--- config.mk ---
export PLATFORM = sky130hd
export DESIGN_NAME = key_press_event_classifier
export DESIGN_NICKNAME = d
export VERILOG_FILES = /design/src/kpec_pkg.sv /design/src/kpec_csr.sv /design/src/kpec_update.sv /design/src/key_press_event_classifier.sv
export SDC_FILE = /design/constraint.sdc
export NUM_CORES = 1
export LEC_CHECK = 0
export BUFFER_PORTS_ARGS = -buffer_cell sky130_fd_sc_hd__buf_2
export CAP_MARGIN = 25
export CORE_ASPECT_RATIO = 1.75
export CORE_MARGIN = 10
export CORE_UTILIZATION = 45
export DETAILED_ROUTE_END_ITERATION = 8
export GPL_ROUTABILITY_DRIVEN = 0
export SLEW_MARGIN = 20
export SYNTH_ARGS = -nofsm -noshare
export SYNTH_HDL_FRONTEND = slang
export SYNTH_SLANG_ARGS = --single-unit
--- constraint.sdc ---
create_clock -name clock -period 4.3 [get_ports clock]
set_input_delay 0.43 -clock clock [delete_from_list [all_inputs] [get_ports clock]]
set_output_delay 0.43 -clock clock [all_outputs]
set_load 0.005 [all_outputs]
--- src/kpec_pkg.sv ---
// Shared types and constants for the key press event classifier.
package kpec_pkg;

   localparam int unsigned PIN_W   = 6;
   localparam int unsigned COUNT_W = 8;
   localparam int unsigned IDX_W   = 3;

   localparam logic [COUNT_W-1:0] SHORT_HOLD_RST    = 8'd5;
   localparam logic [COUNT_W-1:0] LONG_HOLD_RST     = 8'd248;
   localparam logic [COUNT_W-1:0] HOLD_CAP_RST      = 8'd250;
   localparam logic [COUNT_W-1:0] RELEASE_MAX_RST   = 8'd150;
   localparam logic [COUNT_W-1:0] REPEAT_AFTER_RST  = 8'd60;
   localparam logic [COUNT_W-1:0] REPEAT_RELOAD_RST = 8'd45;

   typedef enum logic [1:0] {
      EV_SHORT   = 2'd0,
      EV_LONG    = 2'd1,
      EV_REPEAT  = 2'd2,
      EV_RELEASE = 2'd3
   } event_type;

   typedef enum logic [IDX_W-1:0] {
      REG_SHORT_HOLD    = 3'd0,
      REG_LONG_HOLD     = 3'd1,
      REG_HOLD_CAP      = 3'd2,
      REG_RELEASE_MAX   = 3'd3,
      REG_REPEAT_AFTER  = 3'd4,
      REG_REPEAT_RELOAD = 3'd5
   } reg_index_type;

   typedef struct packed {
      logic [COUNT_W-1:0] short_hold;
      logic [COUNT_W-1:0] long_hold;
      logic [COUNT_W-1:0] hold_cap;
      logic [COUNT_W-1:0] release_max;
      logic [COUNT_W-1:0] repeat_after;
      logic [COUNT_W-1:0] repeat_reload;
   } cfg_type;

   typedef struct packed {
      logic             have;
      event_type        ev;
      logic [PIN_W-1:0] code;
   } result_type;

endpackage

--- src/kpec_csr.sv ---
// Configuration register file for the key press event classifier.
module kpec_csr
   import kpec_pkg::*;
(
   input  logic               clock,
   input  logic               reset,
   input  logic               wr_en,
   input  logic [IDX_W-1:0]   wr_index,
   input  logic [COUNT_W-1:0] wr_data,
   output cfg_type            cfg
);

   cfg_type cfg_ff;
   cfg_type cfg_in;

   always_comb begin
      cfg_in = cfg_ff;
      if (wr_en) begin
         unique case (reg_index_type'(wr_index))
            REG_SHORT_HOLD:    cfg_in.short_hold    = wr_data;
            REG_LONG_HOLD:     cfg_in.long_hold     = wr_data;
            REG_HOLD_CAP:      cfg_in.hold_cap      = wr_data;
            REG_RELEASE_MAX:   cfg_in.release_max   = wr_data;
            REG_REPEAT_AFTER:  cfg_in.repeat_after  = wr_data;
            REG_REPEAT_RELOAD: cfg_in.repeat_reload = wr_data;
            default:           cfg_in = cfg_ff;  // drop writes past the last register
         endcase
      end
   end

   always_ff @(posedge clock) begin
      if (reset) begin
         cfg_ff.short_hold    <= SHORT_HOLD_RST;
         cfg_ff.long_hold     <= LONG_HOLD_RST;
         cfg_ff.hold_cap      <= HOLD_CAP_RST;
         cfg_ff.release_max   <= RELEASE_MAX_RST;
         cfg_ff.repeat_after  <= REPEAT_AFTER_RST;
         cfg_ff.repeat_reload <= REPEAT_RELOAD_RST;
      end else begin
         cfg_ff <= cfg_in;
      end
   end

   assign cfg = cfg_ff;

endmodule

--- src/kpec_update.sv ---
// Held-code and counter state with the per-tick event decision.
module kpec_update
   import kpec_pkg::*;
(
   input  logic             clock,
   input  logic             reset,
   input  logic             step,
   input  logic [PIN_W-1:0] key_pins,
   input  cfg_type          cfg,
   output result_type       res
);

   logic [PIN_W-1:0]   held_code_ff, held_code_in;
   logic [COUNT_W-1:0] hold_count_ff, hold_count_in;
   logic [COUNT_W-1:0] repeat_count_ff, repeat_count_in;

   logic [PIN_W-1:0]   code;
   logic [COUNT_W-1:0] hold_inc;
   logic [COUNT_W-1:0] repeat_inc;
   logic               repeat_hit;

   assign code       = ~key_pins;
   assign hold_inc   = (hold_count_ff == '1) ? hold_count_ff : hold_count_ff + 1'b1;
   assign repeat_inc = (repeat_count_ff == '1) ? repeat_count_ff : repeat_count_ff + 1'b1;
   assign repeat_hit = repeat_inc > cfg.repeat_after;

   always_comb begin
      held_code_in    = held_code_ff;
      hold_count_in   = hold_count_ff;
      repeat_count_in = repeat_count_ff;
      res.have        = 1'b0;
      res.ev          = EV_SHORT;
      res.code        = code;
      if (code != held_code_ff) begin
         // key change: counters carry over, release only inside the window
         held_code_in = code;
         if (code == '0 && hold_count_ff > cfg.short_hold
             && hold_count_ff < cfg.release_max) begin
            res.have = 1'b1;
            res.ev   = EV_RELEASE;
         end
      end else if (held_code_ff == '0) begin
         hold_count_in   = '0;
         repeat_count_in = '0;
      end else begin
         hold_count_in   = hold_inc;
         repeat_count_in = repeat_hit ? cfg.repeat_reload : repeat_inc;
         if (hold_inc == cfg.short_hold) begin
            res.have = 1'b1;
            res.ev   = EV_SHORT;
         end else if (hold_inc == cfg.long_hold) begin
            res.have = 1'b1;
            res.ev   = EV_LONG;
         end else begin
            // clamp only on ticks without a short or long event
            if (hold_inc > cfg.hold_cap) begin
               hold_count_in = cfg.hold_cap;
            end
            if (repeat_hit) begin
               res.have = 1'b1;
               res.ev   = EV_REPEAT;
            end
         end
      end
   end

   always_ff @(posedge clock) begin
      if (reset) begin
         held_code_ff    <= '0;
         hold_count_ff   <= '0;
         repeat_count_ff <= '0;
      end else if (step) begin
         held_code_ff    <= held_code_in;
         hold_count_ff   <= hold_count_in;
         repeat_count_ff <= repeat_count_in;
      end
   end

endmodule

--- src/key_press_event_classifier.sv ---
// Top level of the key press event classifier: input and result registers.
//
// Usage: each transfer on the req_ channel is one scan tick carrying the six
// active-low key pins in req_tdata[5:0]. A tick yields zero or one result on
// the rsp_ channel: rsp_tuser holds the event (short, long, repeat, release)
// and rsp_tdata[5:0] the key code held after that tick.
// The csr_ channel writes the six 8-bit thresholds by index; csr_ready is
// always high. Write them only while no tick is in flight.
// Path: a tick is captured in the input register, evaluated combinationally
// against the held code and the two counters, and its event lands in the
// result register, which drives rsp_tvalid; while the result register is
// stalled, the tick waits in the input register.
// Throughput: one tick per cycle unless the result register stalls; the
// state update between both registers is compares and saturating increments.
// Reset clears the held code, both counters, the pipeline and loads the
// default thresholds. When the receiver stalls, the result register holds
// its event, the input register fills and then req_tready drops.
module key_press_event_classifier
   import kpec_pkg::*;
(
   input  logic               clock,
   input  logic               reset,
   input  logic               req_tvalid,
   output logic               req_tready,
   input  logic [7:0]         req_tdata,   // [5:0] key_pins, [7:6] zero
   output logic               rsp_tvalid,
   input  logic               rsp_tready,
   output logic [7:0]         rsp_tdata,   // [5:0] held key code, [7:6] zero
   output logic [1:0]         rsp_tuser,   // [1:0] event_res
   input  logic               csr_valid,
   output logic               csr_ready,
   input  logic [IDX_W-1:0]   csr_index,
   input  logic [COUNT_W-1:0] csr_wdata
);

   cfg_type    cfg;
   result_type res;

   logic             in_vld_ff, in_vld_in;
   logic [PIN_W-1:0] in_pins_ff;
   logic             out_vld_ff, out_vld_in;
   event_type        out_ev_ff;
   logic [PIN_W-1:0] out_code_ff;
   logic             out_space;
   logic             fire;
   logic             req_xfer;

   assign csr_ready = 1'b1;

   kpec_csr u_csr (
      .clock    (clock),
      .reset    (reset),
      .wr_en    (csr_valid),
      .wr_index (csr_index),
      .wr_data  (csr_wdata),
      .cfg      (cfg)
   );

   kpec_update u_update (
      .clock    (clock),
      .reset    (reset),
      .step     (fire),
      .key_pins (in_pins_ff),
      .cfg      (cfg),
      .res      (res)
   );

   assign out_space  = !out_vld_ff || rsp_tready;
   assign fire       = in_vld_ff && out_space;
   assign req_tready = !in_vld_ff || fire;
   assign req_xfer   = req_tvalid && req_tready;

   assign in_vld_in  = req_xfer || (in_vld_ff && !fire);
   assign out_vld_in = fire ? res.have : (out_vld_ff && !rsp_tready);

   always_ff @(posedge clock) begin
      if (reset) begin
         in_vld_ff  <= 1'b0;
         out_vld_ff <= 1'b0;
      end else begin
         in_vld_ff  <= in_vld_in;
         out_vld_ff <= out_vld_in;
      end
   end

   always_ff @(posedge clock) begin
      if (req_xfer) begin
         in_pins_ff <= req_tdata[PIN_W-1:0];
      end
      if (fire && res.have) begin
         out_ev_ff   <= res.ev;
         out_code_ff <= res.code;
      end
   end

   assign rsp_tvalid = out_vld_ff;
   assign rsp_tdata  = {2'b00, out_code_ff};
   assign rsp_tuser  = out_ev_ff;

`ifndef SYNTH
   a_reset_empty : assert property (@(posedge clock) reset |=> !out_vld_ff && !in_vld_ff)
      else $error("pipeline not empty after reset");
   a_in_hold : assert property (@(posedge clock) disable iff (reset)
      in_vld_ff && !fire |=> in_vld_ff && $stable(in_pins_ff))
      else $error("stalled tick lost from input register");
   a_result_load : assert property (@(posedge clock) disable iff (reset)
      fire && res.have |=> out_vld_ff)
      else $error("event not loaded into result register");
   a_release_empty : assert property (@(posedge clock) disable iff (reset)
      out_vld_ff && out_ev_ff == EV_RELEASE |-> out_code_ff == '0)
      else $error("release event with a key still held");
`endif

endmodule

# Word level (Yosys, flattened, before mapping)
# Index checks and enable logic that the tools add are counted.
dict set report op_classes {
  addsub 2
  order_cmp 4
  n_eq_ne 10
  n_mux 15
  bitwise 2
  reduce_logical 25
}
# operator n
set op_table {}
lappend op_table {{two-way mux 8 bit} 8}
lappend op_table {{> comparator 8 bit} 3}
lappend op_table {{two-way mux 3 bit} 6}
lappend op_table {{adder 8 x 1 -> 8 bit, second input constant} 2}
lappend op_table {{equality test 8 bit} 2}
lappend op_table {{equality test 8 bit, second input constant} 2}
lappend op_table {{AND reduction 2 bit} 8}
lappend op_table {{zero test 6 bit} 2}
lappend op_table {{< comparator 8 bit} 1}
lappend op_table {{logical AND 1 bit} 7}
lappend op_table {{equality test 3 x 2 -> 1 bit, second input constant} 2}
lappend op_table {{equality test 3 bit, second input constant} 2}
lappend op_table {{inequality test 6 bit} 1}
lappend op_table {{inverter 6 bit} 1}
lappend op_table {{zero test 1 bit} 4}
lappend op_table {{equality test 3 x 1 -> 1 bit, second input constant} 1}
lappend op_table {{zero test 3 bit} 1}
lappend op_table {{logical OR 1 bit} 3}
lappend op_table {{two-way mux 1 bit} 1}
lappend op_table {{inverter 1 bit} 1}
dict set report totals {
  reg_bits 86
  inputBits 24
  output_inout_bits 13
  wordCells 72
}

# Depth between registers and ports, before layout
# Gate-level depths: netlist of the first run.
dict set report depth {
  word_depth 9
  ltp_mapped 18
  depth_no_buf 15
}

# Modules after synthesis
# A second synthesis of the first run with hierarchy kept.
dict set report unflattened {
  cells_unflattened 577
  area_unflattened_um2 5211.2
}
# module n_inst cells_per_inst area_per_inst_um2 seq_area_each_um2
set modules_own_cells {}
lappend modules_own_cells {kpec_update 1 365 2740.1 440.4}
lappend modules_own_cells {kpec_csr 1 182 1914.3 960.9}
lappend modules_own_cells {key_press_event_classifier 1 30 556.8 460.4}

# Worst setup path after synthesis of the first run
# No wires, ideal clock.
dict set report synth_path {
  path_kind {flip-flop to flip-flop}
  start {reg u_update.repeat_count_ff[0]}
  end {reg out_code_ff[0], enable pin}
  setup_time_ps 375
  t_arrival_ps 3370
  t_required_ps 3925
  setup_slack_ps 555
  stages_incl_launch_ff 17
  n_path_buf 1
  period_less_slack_ps 3745
  path_cell_list {dfxtp_1 -> ha_1 -> and3_1 -> and3_1 -> nand3_1 -> mux2_2 -> ha_1 -> nor2b_1 -> o21a_1 -> o21ai_0 -> nand2b_1 -> a21oi_1 -> o21ai_0 -> o21ai_0 -> clkbuf_1 -> a21o_1 -> a21oi_1}
}
dict set report synth_between {
  elab_chain_len 9
  elab_cells_between_ends 10
  classes_between {1 x add/sub; 1 x order compare; 1 x eq/ne; 6 x mux; 1 x reduce/logical}
}
# item line
set synth_rtl {}
lappend synth_rtl {{from (decl)} kpec_update.sv:15} ;# logic [COUNT_W-1:0] repeat_count_ff, repeat_count_in;
lappend synth_rtl {{from (signal assigned)} kpec_update.sv:75} ;# repeat_count_ff <= repeat_count_in;
lappend synth_rtl {{adder 8 x 1 -> 8 bit or equality test 8 bit (tied branches)} kpec_update.sv:24} ;# assign repeat_inc = (repeat_count_ff == '1) ? repeat_count_ff : repeat_count_ff + 1'b1;
lappend synth_rtl {{two-way mux 8 bit (*)} kpec_update.sv:24}
lappend synth_rtl {{> comparator 8 bit (*)} kpec_update.sv:25} ;# assign repeat_hit = repeat_inc > cfg.repeat_after;
lappend synth_rtl {{two-way mux 3 bit (*)} kpec_update.sv:59} ;# if (repeat_hit) begin
lappend synth_rtl {{two-way mux 3 bit (*)} kpec_update.sv:51} ;# end else if (hold_inc == cfg.long_hold) begin
lappend synth_rtl {{two-way mux 3 bit (*)} kpec_update.sv:48} ;# if (hold_inc == cfg.short_hold) begin
lappend synth_rtl {{two-way mux 3 bit (*)} kpec_update.sv:42} ;# end else if (held_code_ff == '0) begin
lappend synth_rtl {{two-way mux 3 bit (*)} kpec_update.sv:34} ;# if (code != held_code_ff) begin
lappend synth_rtl {{logical AND 1 bit (*)} key_press_event_classifier.sv:90} ;# if (fire && res.have) begin
lappend synth_rtl {{to (signal assigned)} key_press_event_classifier.sv:92} ;# out_code_ff <= res.code;
lappend synth_rtl {{to (decl)} key_press_event_classifier.sv:43} ;# logic [PIN_W-1:0] out_code_ff;
# Mark *: on every way between the ends. The rest lies on a longest branch, timed or not.
# A chain may end at the register's enable or synchronous reset.

# Final worst setup path of the first run
dict set report layout_path {
  start {reg u_update.repeat_count_ff[0]}
  end {reg out_code_ff[1], enable pin}
}
# Same word-level chain as after synthesis.

==> reports/results.tsv, run 1 <==
metric	value	unit
final_nets	656	
fin_skew	0.0117	ns
path_delay_family	compound AO/OA/AOI/OAI gates	
cp.buffers_inverters	0	
internal-power	1270	µW
cap_violations	0	
cp_slowest_cell	a21oi_1	
tightest_slew	0.787	ns
cp-end-kind	flip-flop	
antenna_found_initial	0	
drt-pass1-iter-count	6	
status	finished, final reports clean	
crit_required	4.27	ns
htree_levels	3	
avgSynthCellArea	8.61	µm²
core_area	10800	µm²
synth_edf_count	14	
p_leak	0.00242	µW
synth_top_area_share	0.290	
io_buffer_count	31	
clk_path_buf_depth	2	
crit_end	out_code_ff[1]$_DFFE_PP_	
synth_area	4980	µm²
start_util	0.463	
slowest_delay	0.63	ns
final_core_util	0.507	
cts_buffers	9	
cp.depth	15	
drive_above_1_share	0.121	
reg2reg_from	u_update.repeat_count_ff[0]$_SDFFE_PP0P_	
grt_start_max_net_pins	59	
worstHoldPathType	in2reg	
reg2regPathDepth	15	
reg2reg_slack	0.38	ns
grt_pass1_vias	4206	
routedWlPerCell	18.0	µm
max_freq	255	MHz
vias	4101	
post_cts_resize_count	0	
synth.distinct_cells	66	
critPathLaunchType	flip-flop	
synth_area_leaders	dfxtp_1, edfxtp_1, ha_1, nand2_1, mux2i_1	
maxSlewHeadroom	0.475	
die_y	159	µm
ys_async_sr_fraction	0	
yosysMostFrequentCell	nand2_1	
finalCritPeriodShare	0.911	
grt_pass1_wl	21600	µm
root_buffer	clkbuf_16	
dp_hpwl	9930	µm
rows	50	
startpoint	u_update.repeat_count_ff[0]$_SDFFE_PP0P_	
pwr-share-comb	0.066	
slew_viol_final	0	
setup_viol	0	
ios	37	
cp_data_arrival_time	3.89	ns
switchingPower	410	µW
route.detailed.drc	0	
power.share.clock	0.425	
first_iter_violations	227	
fp.dieW	99.5	µm
dieArea	15800	µm²
finalHoldViolations	0	
diodes	0	
setup_tns	0	ns
path_cells	ha_1, and3_1, and3_1, nand3_1, mux2_2, ha_1, nor2b_1, o21a_1, o21ai_0, nand2b_1, a21oi_1, o21ai_0, o21ai_1, a21o_1, a21oi_1	
clock_latency	0.35	ns
crit_fanout	8	
seqPwrFrac	0.509	
routed_via_density	5.59	
yosysWarnings	0	
track_usage	0.170	
gr-total-overflow	0	
routed_wl	13200	µm
synthTopCellsByCount	nand2_1, dfxtp_1, inv_1, a21oi_1, ha_1	
criticalPathCategory	reg2reg	
synth_seq_cells	86	
place_inst	717	
rsz0062_at_grt	false	
clkTransAtPathRegs	0.06	ns
vdd_drop_max	0.000252	V
post_cts.repair.setup_buffers	0	
ys_seq_area_frac	0.374	
period_needed	3.92	ns
clkSinkCount	86	
syn_inst	578	
p_sw_frac	0.244	
r2r_end	out_code_ff[1]$_DFFE_PP_	
syn_to_final_growth	9.55	%
synth_top_area_cell	dfxtp_1	
powerDensity	308	nW/µm²
ant_nets	0	
final_cells	734	
cts_hold_buf	0	
synth_flop_cell	dfxtp_1	
cts_tree	yes	
## per-layer routing
layer,vias up,wire [µm],global-route usage
li1,2047,-,-
met1,1932,4980,0.172
met2,88,7260,0.318
met3,34,432,0.0308
met4,0,501,0.0798
met5,-,0,0
## through the flow
step / power (µW) / setup slack (ns) / hold slack, ns / cell area (µm²)
after detailed placement: 984 / 0.429 / 0.450 / 5180
final: 1680 / 0.381 / 0.257 / 5450
after global placement: 980 / 0.536 / 0.443 / 5180
after floorplan: 940 / 0.555 / 0.434 / 4980
after global routing: 1750 / 0.166 / 0.243 / 5450
after CTS: 1690 / 0.417 / 0.249 / 5450
## flip-flops by register name, indices dropped and copies added, names as in the netlist
name                      count
in_pins_ff                    6
in_vld_ff                     1
out_code_ff                   6
rsp_tuser                     2
rsp_tvalid                    1
u_csr.cfg                    48
u_update.held_code_ff         6
u_update.hold_count_ff        8
u_update.repeat_count_ff      8
## placed cells by master (no fill, tap or decap), types with 7 or more instances in the layout
master     instances
and3_1             9
nand3_1           18
inv_1             42
clkbuf_16          9
nor2_1            30
a211oi_1           8
buf_2             31
nand3b_1          17
ha_1              33
a21oi_1           33
o21ai_0           18
nand2b_1          12
mux2i_1           17
o21a_1             9
a211o_1           10
xnor2_1           12
a21o_1             7
edfxtp_1          14
nand2_1          106
nor2b_1            9
dfxtp_1           72
## kinds of logic (layout without fill, tap and decap cells)
group	after synthesis	after routing	synth area share
simple gates	232	232	0.237
mux	18	18	0.0364
flops	86	86	0.374
fa+ha+maj	33	33	0.0829
xor+xnor	18	18	0.0374
compound gates	119	119	0.167
other cells	2	3	0.00151
buf+inv	70	95	0.0636
## power by group through the flow
stage	registers [µW]	clock network [µW]	logic, µW
CTS	855	728	112
global route	857	762	127
finish	855	714	112
global placement	872	0	108
detailed placement	873	0	111
floorplan	867	0	73.1
## final cells by class
type,count,area [µm²]
fillers,1026,5310
flip-flops and latches,86,1860
well taps,130,163
clock inverters,6,38.8
repair buffers,37,200
multi-input cells,423,2800
clock buffers,10,229
inverters,42,158
## worst min-delay path by stage
stage	startpoint	cells after the start	endpoint
floorplan	u_csr.cfg[16]$_SDFFE_PP0P_	2	u_csr.cfg[16]$_SDFFE_PP0P_
global placement	u_csr.cfg[16]$_SDFFE_PP0P_	2	u_csr.cfg[16]$_SDFFE_PP0P_
detailed placement	u_csr.cfg[14]$_SDFFE_PP0P_	2	u_csr.cfg[14]$_SDFFE_PP0P_
CTS	req_tdata[1]	1	in_pins_ff[1]$_DFFE_PP_
global route	req_tdata[5]	1	in_pins_ff[5]$_DFFE_PP_
finish	req_tdata[5]	1	in_pins_ff[5]$_DFFE_PP_
No activity file was read; power rests on OpenSTA's default activity.
==> run 2: changes to the inputs <==
Settings changed: BUFFER_PORTS_ARGS -buffer_cell sky130_fd_sc_hd__buf_2 to default, CTS_BUF_LIST from default to sky130_fd_sc_hd__clkbuf_8, DONT_BUFFER_PORTS from default to 1.
==> run 2 against run 1 <==
Flip-flop and latch count unchanged. Final cell count fell by 4.2%. Clock skew up 0.0024 ns. Wire length shrank 2.0%. Largest cell class unchanged. Highest routed layer unchanged. Utilization is 2.1 points lower. Critical path type unchanged. Clock power fell by 18%. Die area is the same. Non-clock buffer count decreased by 31.
==> reports/results.tsv, run 2 (synthesized netlist as in run 1, its figures left out) <==
metric	value	unit
place_inst	686	
rsz0062_at_grt	false	
track_usage	0.162	
post_cts.repair.setup_buffers	0	
maxSlewHeadroom	0.496	
cts_buffers	9	
criticalPathCategory	reg2reg	
grt_start_max_net_pins	59	
ff_latch_area	1860	µm²
setup_viol	0	
gr-total-overflow	0	
core_area	10800	µm²
slowest_delay	0.61	ns
antenna_found_initial	0	
period_needed	3.78	ns
clock_latency	0.36	ns
grt_pass1_vias	4038	
path_delay_family	compound AO/OA/AOI/OAI gates	
multiInputGateArea	2800	µm²
grt_pass1_wl	20700	µm
cts_tree	yes	
ant_nets	0	
diodes	0	
post_cts_resize_count	0	
largest_reg_flops	48	
clk_path_buf_depth	2	
fillers	1052	
cp.buffers_inverters	0	
slew_viol_final	0	
reg2reg_from	u_update.repeat_count_ff[0]$_SDFFE_PP0P_	
final_area	5230	µm²
p_leak	0.00227	µW
syn_to_final_growth	5.05	%
worstHoldPathType	in2reg	
finalHoldViolations	0	
hp-start	reset	
tightest_slew	0.757	ns
first_iter_violations	180	
final_core_util	0.486	
ios	37	
crit_fanout	8	
route.detailed.drc	0	
path_cells	ha_1, and3_1, and3_1, nand3_1, mux2_2, ha_1, nor2b_1, o21a_1, o21ai_0, nand2b_1, a21oi_1, o21ai_0, o21ai_1, a21o_1, a21oi_1	
htree_levels	3	
rows	50	
powerDensity	290	nW/µm²
start_util	0.463	
drt-pass1-iter-count	5	
critPathLaunchType	flip-flop	
routed_wl	12900	µm
drive_above_1_share	0.0733	
vias	4012	
startpoint	u_update.repeat_count_ff[0]$_SDFFE_PP0P_	
cp-end-kind	flip-flop	
root_buffer	clkbuf_8	
post-place-ws	0.551	ns
place_area	5020	µm²
fin_skew	0.0141	ns
status	finished, final reports clean	
dp_hpwl	9890	µm
final_common_cell	nand2_1	
max_freq	265	MHz
finalCritPeriodShare	0.878	
final_cells	703	
final_cell_mix	nand2_1, dfxtp_1, inv_1, a21oi_1, ha_1	
routed_via_density	5.71	
fp.dieW	99.5	µm
clkSinkCount	86	
vdd_drop_max	0.000270	V
final_nets	625	
io_buffer_count	0	
fin_ws	0.524	ns
cap_violations	0	
cts_hold_buf	0	
routedWlPerCell	18.4	µm
cp_data_arrival_time	3.76	ns
clkTransAtPathRegs	0.09	ns
cp_slowest_cell	a21oi_1	
dieArea	15800	µm²
die_y	159	µm
crit_required	4.29	ns
setup_tns	0	ns
run 2: power by group:
part / leakage, µW / total (µW) / switching [µW] / internal, µW
Combinational: 0.00145 / 79.7 / 44.4 / 35.3
Clock: 0.000104 / 582 / 298 / 284
Sequential: 0.000721 / 854 / 17.0 / 837
run 2: path summary, 6_finish.rpt:
kind	depth (start not counted)	slack (ns)	to
worst max-delay path	15	0.52	out_code_ff[4]$_DFFE_PP_
worst min-delay path	1	0.12	u_csr.cfg[21]$_SDFFE_PP0P_
worst max register to register	15	0.52	out_code_ff[4]$_DFFE_PP_
worst min register to register	2	0.45	u_csr.cfg[7]$_SDFFE_PP0P_
run 2: final cells by class:
| class | instances | area share |
|---|---|---|
| inverter | 42 | 0.0301 |
| timing repair buffer | 6 | 0.00861 |
| clock buffer | 10 | 0.0263 |
| clock inverter | 6 | 0.0117 |
| tap | 130 | 0.0311 |
| multi-input combinational | 423 | 0.536 |
| sequential | 86 | 0.356 |
run 2: layer usage:
layer,part of all wire,vias up,global-route usage
li1,-,1977,-
met1,0.37,1887,0.157
met2,0.55,106,0.303
met3,0.038,42,0.0282
met4,0.050,0,0.100
met5,0,-,0
run 2: metrics by stage:
stage | hold WS [ns] | total power [µW]
finish | 0.125 | 1520
global route | 0.103 | 1570
CTS | 0.109 | 1530
detailed placement | 0.440 | 952
global placement | 0.436 | 949
floorplan | 0.434 | 940
